===== config.mk =====
export PLATFORM = sky130hd
export DESIGN_NAME = mmsvpwm_div
export DESIGN_NICKNAME = d
export VERILOG_FILES = /design/src/sv/mmsvpwm_pkg.sv /design/src/sv/mmsvpwm_div.sv
export SDC_FILE = /design/constraint.sdc
export NUM_CORES = 1
export LEC_CHECK = 0
export CAP_MARGIN = 25
export CORE_MARGIN = 2
export CORE_UTILIZATION = 71
export CTS_BUF_LIST = sky130_fd_sc_hd__clkbuf_8
export CTS_CLUSTER_DIAMETER = 80
export DETAILED_ROUTE_END_ITERATION = 8
export DONT_BUFFER_PORTS = 1
export PLACE_DENSITY = 0.87
export SETUP_SLACK_MARGIN = 0.02
export SLEW_MARGIN = 20
export SYNTH_ARGS = -nofsm -noshare
export SYNTH_HDL_FRONTEND = slang
export SYNTH_SLANG_ARGS = --single-unit

===== constraint.sdc =====
create_clock -name clk -period 7 [get_ports clk]
set_input_delay 0.7 -clock clk [delete_from_list [all_inputs] [get_ports clk]]
set_output_delay 0.7 -clock clk [all_outputs]
set_load 0.02 [all_outputs]

===== src/sv/mmsvpwm_pkg.sv =====
// Shared widths, codes and types of the min-max injection SVPWM unit.
// No dependencies.
`default_nettype none
package mmsvpwm_pkg;
	localparam int VOLT_W    = 16;
	localparam int FRAC_W    = 16;
	localparam int DUTY_W    = FRAC_W + 1;
	localparam int CMP_W     = 16;
	localparam int DIV_NUM_W = 34;
	localparam int DIV_DEN_W = 18;
	localparam int DIV_Q_W   = 17;
	localparam int LANE_LAT  = DIV_Q_W + 2;
	localparam logic [DUTY_W-1:0] ONE_Q  = DUTY_W'(1) << FRAC_W;
	localparam logic [DUTY_W-1:0] HALF_Q = DUTY_W'(1) << (FRAC_W - 1);

	typedef enum logic [1:0] {
		ST_OK          = 2'd0,
		ST_PERIOD_ZERO = 2'd1,
		ST_BUS_LOW     = 2'd2
	} status_t;

	typedef enum logic [1:0] {
		REG_PERIOD  = 2'd0,
		REG_FLOOR   = 2'd1,
		REG_CEILING = 2'd2
	} reg_idx_t;

	typedef struct packed {
		logic [CMP_W-1:0]  period;
		logic [DUTY_W-1:0] lo;
		logic [DUTY_W-1:0] hi;
	} lim_cfg_t;

	typedef struct packed {
		status_t          status;
		logic             lim;
		logic             neg;
		logic [VOLT_W-1:0] off_plain;
	} side_t;
endpackage
`default_nettype wire


===== src/sv/mmsvpwm_div.sv =====
// Pipelined restoring divider, one quotient bit per stage.
// Depends on mmsvpwm_pkg; quotient must fit DIV_Q_W bits.
`default_nettype none
module mmsvpwm_div (
	input  logic                            clk,
	input  logic [mmsvpwm_pkg::DIV_NUM_W-1:0] num,
	input  logic [mmsvpwm_pkg::DIV_DEN_W-1:0] den,
	output logic [mmsvpwm_pkg::DIV_Q_W-1:0]   quo
);
	import mmsvpwm_pkg::*;

	localparam int REM_W = DIV_DEN_W;
	localparam int LOW_W = DIV_Q_W;

	logic [REM_W-1:0]     rem_s [DIV_Q_W];
	logic [DIV_Q_W-1:0]   quo_s [DIV_Q_W];
	logic [LOW_W-1:0]     low_s [DIV_Q_W];
	logic [DIV_DEN_W-1:0] den_s [DIV_Q_W];

	for (genvar k = 0; k < DIV_Q_W; k++) begin : g_st
		logic [REM_W-1:0]     r_in;
		logic [LOW_W-1:0]     l_in;
		logic [DIV_Q_W-1:0]   q_in;
		logic [DIV_DEN_W-1:0] d_in;
		logic [REM_W:0]       trial;
		logic                 ge;

		if (k == 0) begin : g_first
			assign r_in = REM_W'(num[DIV_NUM_W-1:LOW_W]);
			assign l_in = num[LOW_W-1:0];
			assign q_in = '0;
			assign d_in = den;
		end else begin : g_next
			assign r_in = rem_s[k-1];
			assign l_in = low_s[k-1];
			assign q_in = quo_s[k-1];
			assign d_in = den_s[k-1];
		end

		assign trial = {r_in, l_in[LOW_W-1]};
		assign ge    = trial >= {1'b0, d_in};

		always_ff @(posedge clk) begin
			rem_s[k] <= ge ? REM_W'(trial - {1'b0, d_in}) : REM_W'(trial);
			quo_s[k] <= {q_in[DIV_Q_W-2:0], ge};
			low_s[k] <= {l_in[LOW_W-2:0], 1'b0};
			den_s[k] <= d_in;
		end
	end

	assign quo = quo_s[DIV_Q_W-1];
endmodule
`default_nettype wire


# Yosys cells after proc, flatten, opt, wreduce, memory -nomap -nowiden
# Memory sizes are Yosys's and may differ from the RTL's.
# Cells that the tools add are included.
[classes]
addsub = 17
order_cmp = 17
mux = 17
[op_table]
columns = ["cell", "n"]
rows = [
  ["$mux W18", 17],
  ["$sub A18 B18 Y18", 17],
  ["$ge A19 B18 Y1", 16],
  ["$ge A18 B18 Y1", 1],
]
[word_totals]
regBits = 0
mem_bits_rw = 1173
in_bits = 53
output_inout_bits = 17
memories = 4
[memory_table]
columns = ["memory", "depth", "word_bits", "read_ports", "rd_ports_with_merged_regs", "wr", "line_no", "source"]
rows = [
  ["den_s", 17, 18, 16, 0, 17, "mmsvpwm_div.sv:18", "logic [DIV_DEN_W-1:0] den_s [DIV_Q_W];"],
  ["rem_s", 17, 18, 16, 0, 17, "mmsvpwm_div.sv:15", "logic [REM_W-1:0] rem_s [DIV_Q_W];"],
  ["quo_s", 17, 17, 17, 0, 17, "mmsvpwm_div.sv:16", "logic [DIV_Q_W-1:0] quo_s [DIV_Q_W];"],
  ["low_s", 17, 16, 16, 0, 17, "mmsvpwm_div.sv:17", "logic [LOW_W-1:0] low_s [DIV_Q_W];"],
]

# Longest topological paths before layout
# An unclocked memory read counts as a cell.
[depth]
ltp_word = 3
depth_mapped = 13
ltp_nobuf = 12

# Worst setup path after synthesis
# Ideal clock, no wire load.
[synth_timing]
kind = "input to register"
start = "in num[16] (netlist bit)"
end = "mem rem_s[0][10] (netlist bit)"
t_arrival_ns = 3.061
required_time_ns = 6.879
slack_ns = 3.819
stages = 12
path_buffers = 1
cell_sequence = "inv_1 > ha_1 > inv_1 > fa_1 > a21o_1 > a221oi_1 > o21ai_1 > o31a_1 > a31oi_1 > o21ai_1 > buf_2 > mux2_2"
[synth_lines]
columns = ["element", "line_no", "source"]
rows = [
  ["start, declared", "mmsvpwm_div.sv:6", "input logic [mmsvpwm_pkg::DIV_NUM_W-1:0] num,"],
  ["end, declared", "mmsvpwm_div.sv:15", ""],
]

==> out/qor.yml <==
outcome: "complete, no violations"
drt_iter0_markers: 1883
die_height_um: 228
grt_util_all_layers_pct: 32.0
syn2layout_area_growth_pct: 10.7
cp-end-kind: "register"
core-area_um2: 49800
dr.pass1.iters: 6
whs_ns: 0.0520
finalHoldViolations: 0
grt_max_degree: 35
min_path_type: "input pin to register"
tightest_slew_ns: 1.01
num_vias: 26200
htree_levels: 4
drive_gt1_share_pct: 9.86
cts_buffers: 134
power_switching_w: 0.00783
clkLatencyLatePin_ns: 0.79
synth_seq_cells: 865
setup_viol: 0
synth_edf_count: 0
timing.final.ws_setup_ns: 3.42
antenna_left: 0
multi_input_area_um2: 16600
cp-start-kind: "register"
leakage_nw: 18.1
p_seq_share_pct: 35.0
final_common_cell: "dfxtp_1"
grt_pass1_wl_um: 134000
syn_nets: 3955
slew_headroom_pct: 31.7
ys_types: 84
dp_slack_ns: 3.26
fmax_mhz: 280
maxCapViolations: 0
finalClockSkew_ns: 0.0365
cts_tree: "done"
num_rows: 82
internal-power_w: 0.0129
wirelength_um: 83100
cts_hold_buf: 34
slew_viol_final: 0
worstPathMaxFanout: 3
critPathArrivalTime_ns: 4.24
die_area_um2: 51900
seq_area_frac_synth_pct: 48.7
cts_setup_buffers: 0
hpwl_um: 58800
pwr-share-comb_pct: 44.2
clkPwrFrac_pct: 20.8
routed_via_density: 5.85
avgSynthCellArea_um2: 9.94
cts_sinks: 865
synth_top_area_share_pct: 48.7
p_total_w: 0.0207
seq_area_um2: 17300
required_ns: 7.66
peakVddDrop_uv: 343
antenna_found_initial: 4
grt_overflow: 0
start_util_pct: 71.5
power.density_nw_per_um2: 526
gp_congestion: 0.959
grt_pass1_vias: 26600
nFillCells: 3131
wl_per_cell_um: 18.6
min_period_over_period_pct: 51.1
synthFlopType: "dfxtp_1"
ctsResizeCount: 0
synth_warnings: 0
syn_inst: 3580
critPathKind: "register to register"
postSynth.asyncResetShare_pct: 0
synth_top_cell_by_area: "dfxtp_1"
min_period_ns: 3.58
die_w_um: 228
post-route-drc-count: 0
setup_tns_ns: 0
mostFrequentLayoutCells: "dfxtp_1 (865), inv_1 (416), ha_1 (306)"
rsz0062_at_grt: "no"
num_io_pins: 70
path_clk_slew_ns: 0.07
io_buffers: 0
clockBufferDepth: 3
syn_area_um2: 35600
synth.top_cells.by_area: "dfxtp_1 (49%), ha_1 (11%), inv_1 (4.0%), a21oi_1 (4.0%), mux2_2 (3.9%)"
fin_util_pct: 79.1
switching_share_pct: 37.8
nNetsFinal: 4069
root_buffer: "clkbuf_8"
## worst max-delay path, cell delays in order, from the launching register on
cell and delay (ns):
dfxtp_1 0.33, inv_1 0.10, ha_1 0.20, inv_1 0.08
fa_1 0.41, a21oi_1 0.24, nor2_1 0.10, o31a_1 0.29
o41ai_1 0.83, o21bai_1 0.18, o21ai_0 0.33, xnor2_1 0.10
mux2_2 0.26
## state kept, by name (all words and copies together), names as in the netlist
register  count
low_s       136
den_s       288
rem_s       288
quo_s       153
## area by class of cell
type | instances | share of cell area (%)
clock buffer | 168 | 5.87
inverter | 378 | 3.60
antenna | 2 | 0.0127
tap | 672 | 2.14
multi-input combinational | 2273 | 42.1
sequential | 865 | 44.0
timing repair buffer | 42 | 1.09
clock inverter | 67 | 1.21
## kinds of logic (layout without fill, tap and decap cells)
family / Yosys count / after routing / synth area share [%]
other: 0 / 2 / 0
xor gates and xnor gates: 207 / 207 / 5.10
AOI/OAI and AO/OA: 867 / 867 / 15.4
and+or+nand+nor: 731 / 731 / 9.66
muxes: 146 / 146 / 4.68
buffers and inverters: 442 / 655 / 4.83
adders and majority gates: 322 / 322 / 11.7
DFF: 865 / 865 / 48.7
## routing by layer
layer  share of wire [%]  GRT usage (%)  wire [um]  vias to the layer above
li1                    -              -          -                    12600
met2                  47           53.6      39200                     1042
met1                  43           40.2      35700                    12300
met4                 3.4           13.7       2860                        0
met5                   0              0          0                        -
met3                 6.4           6.50       5300                      233
## worst paths after layout
kind,endpoint,slack (ns),start,cells past startpoint
max,rem_s[0][286],3.42,low_s[0][239],12
min,rem_s[0][8],0.05,num[24],1
max reg2reg,rem_s[0][286],3.42,low_s[0][239],12
min reg2reg,quo_s[11][10],0.31,quo_s[10][9],0
## synth_stat cells (all sizes together) (8+ instances only)
| master | number |
|---|---|
| dfxtp | 865 |
| inv | 378 |
| ha | 306 |
| a21oi | 285 |
| nor2 | 254 |
| o21ai | 204 |
| nand2 | 187 |
| xnor2 | 141 |
| mux2 | 138 |
| a21o | 97 |
| xor2 | 66 |
| o21a | 59 |
| nand3 | 53 |
| clkbuf | 42 |
| nand4 | 37 |
| nor3 | 36 |
| nand2b | 34 |
| nor2b | 33 |
| a31oi | 29 |
| o31ai | 26 |
| buf | 22 |
| o21bai | 22 |
| a211oi | 17 |
| fa | 16 |
| a21boi | 15 |
| o31a | 14 |
| nor4 | 13 |
| o22ai | 13 |
| or3 | 13 |
| or2 | 12 |
| a211o | 11 |
| and2 | 11 |
| nand3b | 11 |
| and3 | 10 |
| a41oi | 8 |
| mux2i | 8 |
## stage by stage
step / instance area [um2] / std cells
global placement: 36200 / 4194
CTS: 39400 / 4465
detailed placement: 36200 / 4196
global route: 39400 / 4467
floorplan: 35600 / 3580
finish: 39400 / 4467
## power by group through the flow
stage | sequential (W) | clock, W | combinational [W]
after CTS | 0.00723 | 0.00436 | 0.00897
after global routing | 0.00735 | 0.00459 | 0.0101
after floorplan | 0.00695 | 0 | 0.00713
final | 0.00724 | 0.00430 | 0.00915
after global placement | 0.00727 | 0 | 0.00846
after detailed placement | 0.00731 | 0 | 0.00880
No activity file was read; power rests on OpenSTA's default activity.
