<file path="config.mk">
export PLATFORM = sky130hd
export DESIGN_NAME = mmsvpwm_lane
export DESIGN_NICKNAME = d
export VERILOG_FILES = /design/src/sv/mmsvpwm_pkg.sv /design/src/sv/mmsvpwm_div.sv /design/src/sv/mmsvpwm_lane.sv
export SDC_FILE = /design/constraint.sdc
export NUM_CORES = 2
export LEC_CHECK = 0
export ABC_AREA = 1
export CAP_MARGIN = 40
export CORE_MARGIN = 1
export CORE_UTILIZATION = 25
export DETAILED_ROUTE_END_ITERATION = 16
export DONT_BUFFER_PORTS = 1
export PLACE_DENSITY = 0.4
export SYNTH_ARGS = -nofsm -noshare
export SYNTH_HDL_FRONTEND = slang
export SYNTH_SLANG_ARGS = --single-unit
</file>
<file path="constraint.sdc">
create_clock -name clk -period 7.5 [get_ports clk]
set_input_delay 0.75 -clock clk [delete_from_list [all_inputs] [get_ports clk]]
set_output_delay 0.75 -clock clk [all_outputs]
set_load 0.02 [all_outputs]
</file>
<file path="src/sv/mmsvpwm_pkg.sv">
// Shared widths, codes and types of the min-max injection SVPWM unit.
// No dependencies.
`default_nettype none
package mmsvpwm_pkg;
	localparam int VOLT_W    = 16;
	localparam int FRAC_W    = 16;
	localparam int DUTY_W    = FRAC_W + 1;
	localparam int CMP_W     = 16;
	localparam int DIV_NUM_W = 34;
	localparam int DIV_DEN_W = 18;
	localparam int DIV_Q_W   = 17;
	localparam int LANE_LAT  = DIV_Q_W + 2;
	localparam logic [DUTY_W-1:0] ONE_Q  = DUTY_W'(1) << FRAC_W;
	localparam logic [DUTY_W-1:0] HALF_Q = DUTY_W'(1) << (FRAC_W - 1);

	typedef enum logic [1:0] {
		ST_OK          = 2'd0,
		ST_PERIOD_ZERO = 2'd1,
		ST_BUS_LOW     = 2'd2
	} status_t;

	typedef enum logic [1:0] {
		REG_PERIOD  = 2'd0,
		REG_FLOOR   = 2'd1,
		REG_CEILING = 2'd2
	} reg_idx_t;

	typedef struct packed {
		logic [CMP_W-1:0]  period;
		logic [DUTY_W-1:0] lo;
		logic [DUTY_W-1:0] hi;
	} lim_cfg_t;

	typedef struct packed {
		status_t          status;
		logic             lim;
		logic             neg;
		logic [VOLT_W-1:0] off_plain;
	} side_t;
endpackage
`default_nettype wire

</file>
<file path="src/sv/mmsvpwm_div.sv">
// Pipelined restoring divider, one quotient bit per stage.
// Depends on mmsvpwm_pkg; quotient must fit DIV_Q_W bits.
`default_nettype none
module mmsvpwm_div (
	input  logic                            clk,
	input  logic [mmsvpwm_pkg::DIV_NUM_W-1:0] num,
	input  logic [mmsvpwm_pkg::DIV_DEN_W-1:0] den,
	output logic [mmsvpwm_pkg::DIV_Q_W-1:0]   quo
);
	import mmsvpwm_pkg::*;

	localparam int REM_W = DIV_DEN_W;
	localparam int LOW_W = DIV_Q_W;

	logic [REM_W-1:0]     rem_s [DIV_Q_W];
	logic [DIV_Q_W-1:0]   quo_s [DIV_Q_W];
	logic [LOW_W-1:0]     low_s [DIV_Q_W];
	logic [DIV_DEN_W-1:0] den_s [DIV_Q_W];

	for (genvar k = 0; k < DIV_Q_W; k++) begin : g_st
		logic [REM_W-1:0]     r_in;
		logic [LOW_W-1:0]     l_in;
		logic [DIV_Q_W-1:0]   q_in;
		logic [DIV_DEN_W-1:0] d_in;
		logic [REM_W:0]       trial;
		logic                 ge;

		if (k == 0) begin : g_first
			assign r_in = REM_W'(num[DIV_NUM_W-1:LOW_W]);
			assign l_in = num[LOW_W-1:0];
			assign q_in = '0;
			assign d_in = den;
		end else begin : g_next
			assign r_in = rem_s[k-1];
			assign l_in = low_s[k-1];
			assign q_in = quo_s[k-1];
			assign d_in = den_s[k-1];
		end

		assign trial = {r_in, l_in[LOW_W-1]};
		assign ge    = trial >= {1'b0, d_in};

		always_ff @(posedge clk) begin
			rem_s[k] <= ge ? REM_W'(trial - {1'b0, d_in}) : REM_W'(trial);
			quo_s[k] <= {q_in[DIV_Q_W-2:0], ge};
			low_s[k] <= {l_in[LOW_W-2:0], 1'b0};
			den_s[k] <= d_in;
		end
	end

	assign quo = quo_s[DIV_Q_W-1];
endmodule
`default_nettype wire

</file>
<file path="src/sv/mmsvpwm_lane.sv">
// One phase lane: duty divide, clamp to limits, scale to compare counts.
// Depends on mmsvpwm_pkg and mmsvpwm_div.
`default_nettype none
module mmsvpwm_lane (
	input  logic                              clk,
	input  logic [mmsvpwm_pkg::DIV_NUM_W-1:0] num,
	input  logic [mmsvpwm_pkg::DIV_DEN_W-1:0] den,
	input  mmsvpwm_pkg::lim_cfg_t             cfg,
	output logic [mmsvpwm_pkg::DUTY_W-1:0]    duty,
	output logic [mmsvpwm_pkg::CMP_W-1:0]     cmp
);
	import mmsvpwm_pkg::*;

	logic [DIV_Q_W-1:0]        quo;
	logic [DUTY_W-1:0]         clamped;
	logic [DUTY_W-1:0]         duty_s1;
	logic [DUTY_W+CMP_W-1:0]   prod;
	logic [DUTY_W-1:0]         duty_s2;
	logic [CMP_W-1:0]          cmp_s2;

	mmsvpwm_div u_div (.clk(clk), .num(num), .den(den), .quo(quo));

	always_comb begin
		clamped = DUTY_W'(quo);
		if (clamped < cfg.lo) clamped = cfg.lo;
		if (clamped > cfg.hi) clamped = cfg.hi;
	end

	assign prod = duty_s1 * cfg.period;

	always_ff @(posedge clk) begin
		duty_s1 <= clamped;
		duty_s2 <= duty_s1;
		cmp_s2  <= prod[FRAC_W+CMP_W-1:FRAC_W];
	end

	assign duty = duty_s2;
	assign cmp  = cmp_s2;
endmodule
`default_nettype wire

</file>
Word level (Yosys, flattened, before mapping)
Memories as Yosys holds them, arrays and structs flattened.
Cells that the tools add are included.
- bits in registers: 50
- bits in writable memories: 1173
- input port bits: 103
- output and inout bits: 33
- word-level logic and storage cells: 63
- memories kept: 4
- $add $sub $neg: 17
- $mul: 1
- magnitude comparators: 19
- muxes and demuxes: 19
- memories (memory ; depth ; bits a word ; read ports ; clocked after Yosys merged registers in ; wr ports ; line ; RTL):
    u_div.den_s ; 17 ; 18 ; 16 ; 0 ; 17 ; mmsvpwm_div.sv:18 ; logic [DIV_DEN_W-1:0] den_s [DIV_Q_W];
    u_div.rem_s ; 17 ; 18 ; 16 ; 0 ; 17 ; mmsvpwm_div.sv:15 ; logic [REM_W-1:0] rem_s [DIV_Q_W];
    u_div.quo_s ; 17 ; 17 ; 17 ; 0 ; 17 ; mmsvpwm_div.sv:16 ; logic [DIV_Q_W-1:0] quo_s [DIV_Q_W];
    u_div.low_s ; 17 ; 16 ; 16 ; 0 ; 17 ; mmsvpwm_div.sv:17 ; logic [LOW_W-1:0] low_s [DIV_Q_W];
- operators by type and width (operator ; number):
    2-to-1 mux 18 bit ; 17
    subtractor 18 bit ; 17
    greater-or-equal comparator 19 x 18 -> 1 bit ; 16
    2-to-1 mux 17 bit ; 2
    multiplier 17 x 16 -> 32 bit ; 1
    greater-or-equal comparator 18 bit ; 1
    greater-than comparator 17 bit ; 1
    less-than comparator 17 bit ; 1

Longest topological paths before layout
An unclocked memory read counts as a cell.
- depth in word-level cells: 5
- mapped depth: 27
- gate-level depth less buffers: 25

Cells and area by module
Synthesis repeated with hierarchy kept, for this count alone.
- cells, all modules: 7185
- area total of the unflattened synthesis: 53062.1 um^2
- modules (own cells, without submodules) (module ; times used ; cells each ; area an instance (um^2) ; seq. area each (um^2)):
    mmsvpwm_div ; 1 ; 5534 ; 41015.6 ; 17316.6
    mmsvpwm_lane ; 1 ; 1651 ; 12046.6 ; 1001.0

Worst setup path after synthesis
Ideal clock, no wire load.
- kind: input -> register
- start: in cfg[49] (netlist name)
- end: reg cmp_s2[12], in the netlist cmp[12]
- setup time: 0.112 ns
- arrival: 5.697 ns
- data required time: 7.388 ns
- setup slack: 1.691 ns
- stages: 21
- buffers on the path: 2
- cell sequence: clkbuf_1 clkbuf_1 nand2_1 fa_1 fa_1 inv_1 fa_1 fa_1 fa_1 inv_1 fa_1 inv_1 ha_1 nand2_1 inv_1 a21oi_1 o21ai_0 a21oi_1 nand2_1 nand2_1 nand2_1
- longest elaborated chain between the ends: 1
- ends and longest elaborated chain (item ; line ; RTL):
    start: declaration ; mmsvpwm_lane.sv:8 ; input mmsvpwm_pkg::lim_cfg_t cfg,
    multiplier 17 x 16 -> 32 bit ; mmsvpwm_lane.sv:29 ; assign prod = duty_s1 * cfg.period;
    net prod[28] ; mmsvpwm_lane.sv:17 ; logic [DUTY_W+CMP_W-1:0] prod;
    end signal: assignment ; mmsvpwm_lane.sv:34 ; cmp_s2 <= prod[FRAC_W+CMP_W-1:FRAC_W];
    end: declaration ; mmsvpwm_lane.sv:19 ; logic [CMP_W-1:0] cmp_s2;
The timed path passes the listed nets, and every way through them passes these cells.

Worst setup path in the final report
- start: reg duty_s1[10]
- end: reg cmp_s2[1], in the netlist cmp[1]
- longest elaborated chain between the ends: 1
- ends and longest elaborated chain (item ; line ; RTL):
    start: declaration ; mmsvpwm_lane.sv:16 ; logic [DUTY_W-1:0] duty_s1;
    start signal: assignment ; mmsvpwm_lane.sv:32 ; duty_s1 <= clamped;
    multiplier 17 x 16 -> 32 bit ; mmsvpwm_lane.sv:29 ;
    net prod[17] ; mmsvpwm_lane.sv:17 ;
The timed path passes the listed nets, and every way through them passes these cells.

==> flow_summary.ini <==
[grt]
grt_start_max_net_pins = 29
overflow = 0
antenna_found_initial = 3
grt.total_usage = 0.1471
grt_pass1_wl_mm = 247.4
first_global_vias = 43317

[setup_path]
reg2reg_from = duty_s1[10]
cp-end-kind = register
timing.critical_path.from = duty_s1[10]
cp_data_required_time_ns = 8.19
cp.arrival_ns = 6.68
critical_path.max_fanout = 17
r2r_end = cmp[1]
crit_end = cmp[1]
cp-start-kind = register
critical_path_class = reg -> reg
reg2regPathDepth = 17
r2r_slack_ns = 1.51

[place]
place_congestion = 0.8658
place_area_um2 = 56330
io_buffer_count = 0
hpwl_mm = 130.2

[synthesis]
synth_nets = 8075
synthFlopType = dfxtp_1
synth_cells = 7313
netlist_area_um2 = 53060
synth_edf_count = 0
synthArstFlopShare = 0
yosys_warnings = 0
ys_seq_area_frac = 0.3452
avgSynthCellArea_um2 = 7.256
synth_cell_type_count = 43
synth-seq-cells = 915

[cts]
root_buffer = clkbuf_16
path_clk_slew_ns = 0.06
ctsHtreeMaxLevel = 3
clk_latency_ns = 0.76
cts_inserted_buffers = 114
cts_tree = done
cts.sinks = 915
cts_resized = 0
clk_path_buf_depth = 3

[floorplanning]
dieArea_um2 = 214100
start_util = 0.2524
io_pins = 136
num_rows = 168
core_area_um2 = 210200
fp.dieH_um = 462.7
die_w_um = 462.7

[drt]
drtAntennaViolNets = 0
drc = 0
wl_per_cell_um = 15.46
first_iter_violations = 1988
routed_wl_mm = 158.9
drt-vias-per-instance = 4.197
drt_first_pass_iters = 6
routed-via-count = 43130

[final_layout]
final_cell_mix = nand2_1 (2225), inv_1 (1540), dfxtp_1 (915), nand3_1 (467), ha_1 (437)
final_common_cell = nand2_1
fin_nets = 8138
antenna_cells = 0
design_area_um2 = 60810
area_growth_syn_to_layout_pct = 14.60
layout-drive-gt1-share = 0.03814

[timing]
drv_slew = 0
setup_violations = 0
rsz0062_at_grt = no
tightest_slew_ns = 0.9448
slew_headroom = 0.3692
period_share = 0.7987
max_freq_mhz = 166.9
fin_tns_setup_ns = 0
period_needed_ns = 5.990
hold_viol_final = 0
fin_skew_ns = 0.04965

[worst_hold_path]
hold_path_class = in -> reg

[run]
maxCapViolCount = 0

[status]
status = finished, final reports clean
==> flip-flops by register name, summed over array words and instances (netlist names) <==
| register | cells |
|---|---|
| u_div.den_s | 288 |
| u_div.rem_s | 288 |
| u_div.quo_s | 153 |
| u_div.low_s | 136 |
| duty | 17 |
| duty_s1 | 17 |
| cmp | 16 |
==> critical path, cell delays in order (launching register included) <==
cell,delay (ns)
dfxtp_1,0.94
nand2_1,0.17
fa_1,0.58
fa_1,0.47
fa_1,0.52
inv_1,0.05
fa_1,0.55
fa_1,0.57
inv_1,0.06
fa_1,0.52
inv_1,0.04
ha_1,0.34
a21oi_1,0.27
o21ai_0,0.25
nand2_1,0.11
nand2_1,0.07
a21oi_1,0.25
xnor2_1,0.15
==> per-layer routing <==
layer | GRT usage | vias up | routed length (um)
met5 | 0 | - | 0
met4 | 0.04958 | 0 | 5482
met2 | 0.2380 | 752 | 70800
met1 | 0.1965 | 19633 | 75860
met3 | 0.02520 | 233 | 6771
li1 | - | 22512 | -
==> kinds of logic after synthesis <==
logic type      share of synthesized area
simple gates                       0.2726
flops                              0.3452
compound gates                    0.05379
xor+xnor                          0.02162
fa+ha+maj                          0.1868
buf+inv                            0.1200
==> cells in the mapped netlist, types with 66 or more instances <==
cell / instances / share of area
nand2_1: 2225 / 0.16
inv_1: 1540 / 0.11
dfxtp_1: 915 / 0.35
nand3_1: 467 / 0.044
ha_1: 437 / 0.10
nor2_1: 378 / 0.027
a21oi_1: 265 / 0.025
fa_1: 222 / 0.084
o21ai_0: 170 / 0.016
nand3b_1: 107 / 0.015
xor2_1: 94 / 0.016
clkbuf_1: 66 / 0.0047
==> area by class of cell <==
cell class | instances | area, um2
Sequential cell | 915 | 18320
Clock buffer | 142 | 3079
Inverter | 1544 | 5796
Fill cell | 23061 | 149400
Multi-Input combinational cell | 4741 | 28380
Tap cell | 2805 | 3510
Clock inverter | 70 | 1059
Timing Repair Buffer | 60 | 668.1
==> through the flow <==
| step | cells | setup WS (ns) | hold WS (ns) | util |
|---|---|---|---|---|
| 4_1_cts | 10277 | 1.491 | 0.01887 | 0.2893 |
| 3_3_place_gp | 10014 | 1.529 | 0.3103 | 0.2667 |
| 3_5_place_dp | 10031 | 1.522 | 0.3121 | 0.2680 |
| 2_1_floorplan | 7313 | 1.691 | 0.3096 | - |
| 6_report | 10277 | 1.510 | 0.1103 | 0.2893 |
| 5_1_grt | 10277 | 1.136 | 0.05083 | 0.2893 |
==> what timing repair did <==
action,CTS,global route
hold endpoints to repair,34,0
hold buffers,34,0
buffers inserted,0,0
==> worst min path at each step <==
stage	from	endpoint	slack [ns]	cells after the start
after floorplan	u_div.low_s[0][85]	u_div.low_s[0][102]	0.31	0
after global placement	u_div.low_s[0][24]	u_div.low_s[0][41]	0.31	0
after detailed placement	u_div.low_s[0][8]	u_div.low_s[0][25]	0.31	0
after CTS	cfg[16]	duty_s1[16]	0.02	2
after global routing	cfg[16]	duty_s1[16]	0.05	2
final	cfg[16]	duty_s1[16]	0.11	2
Power is left out: the tool's default activity adds up to more than one toggle a clock period on the data nets, which glitch-free logic cannot reach.
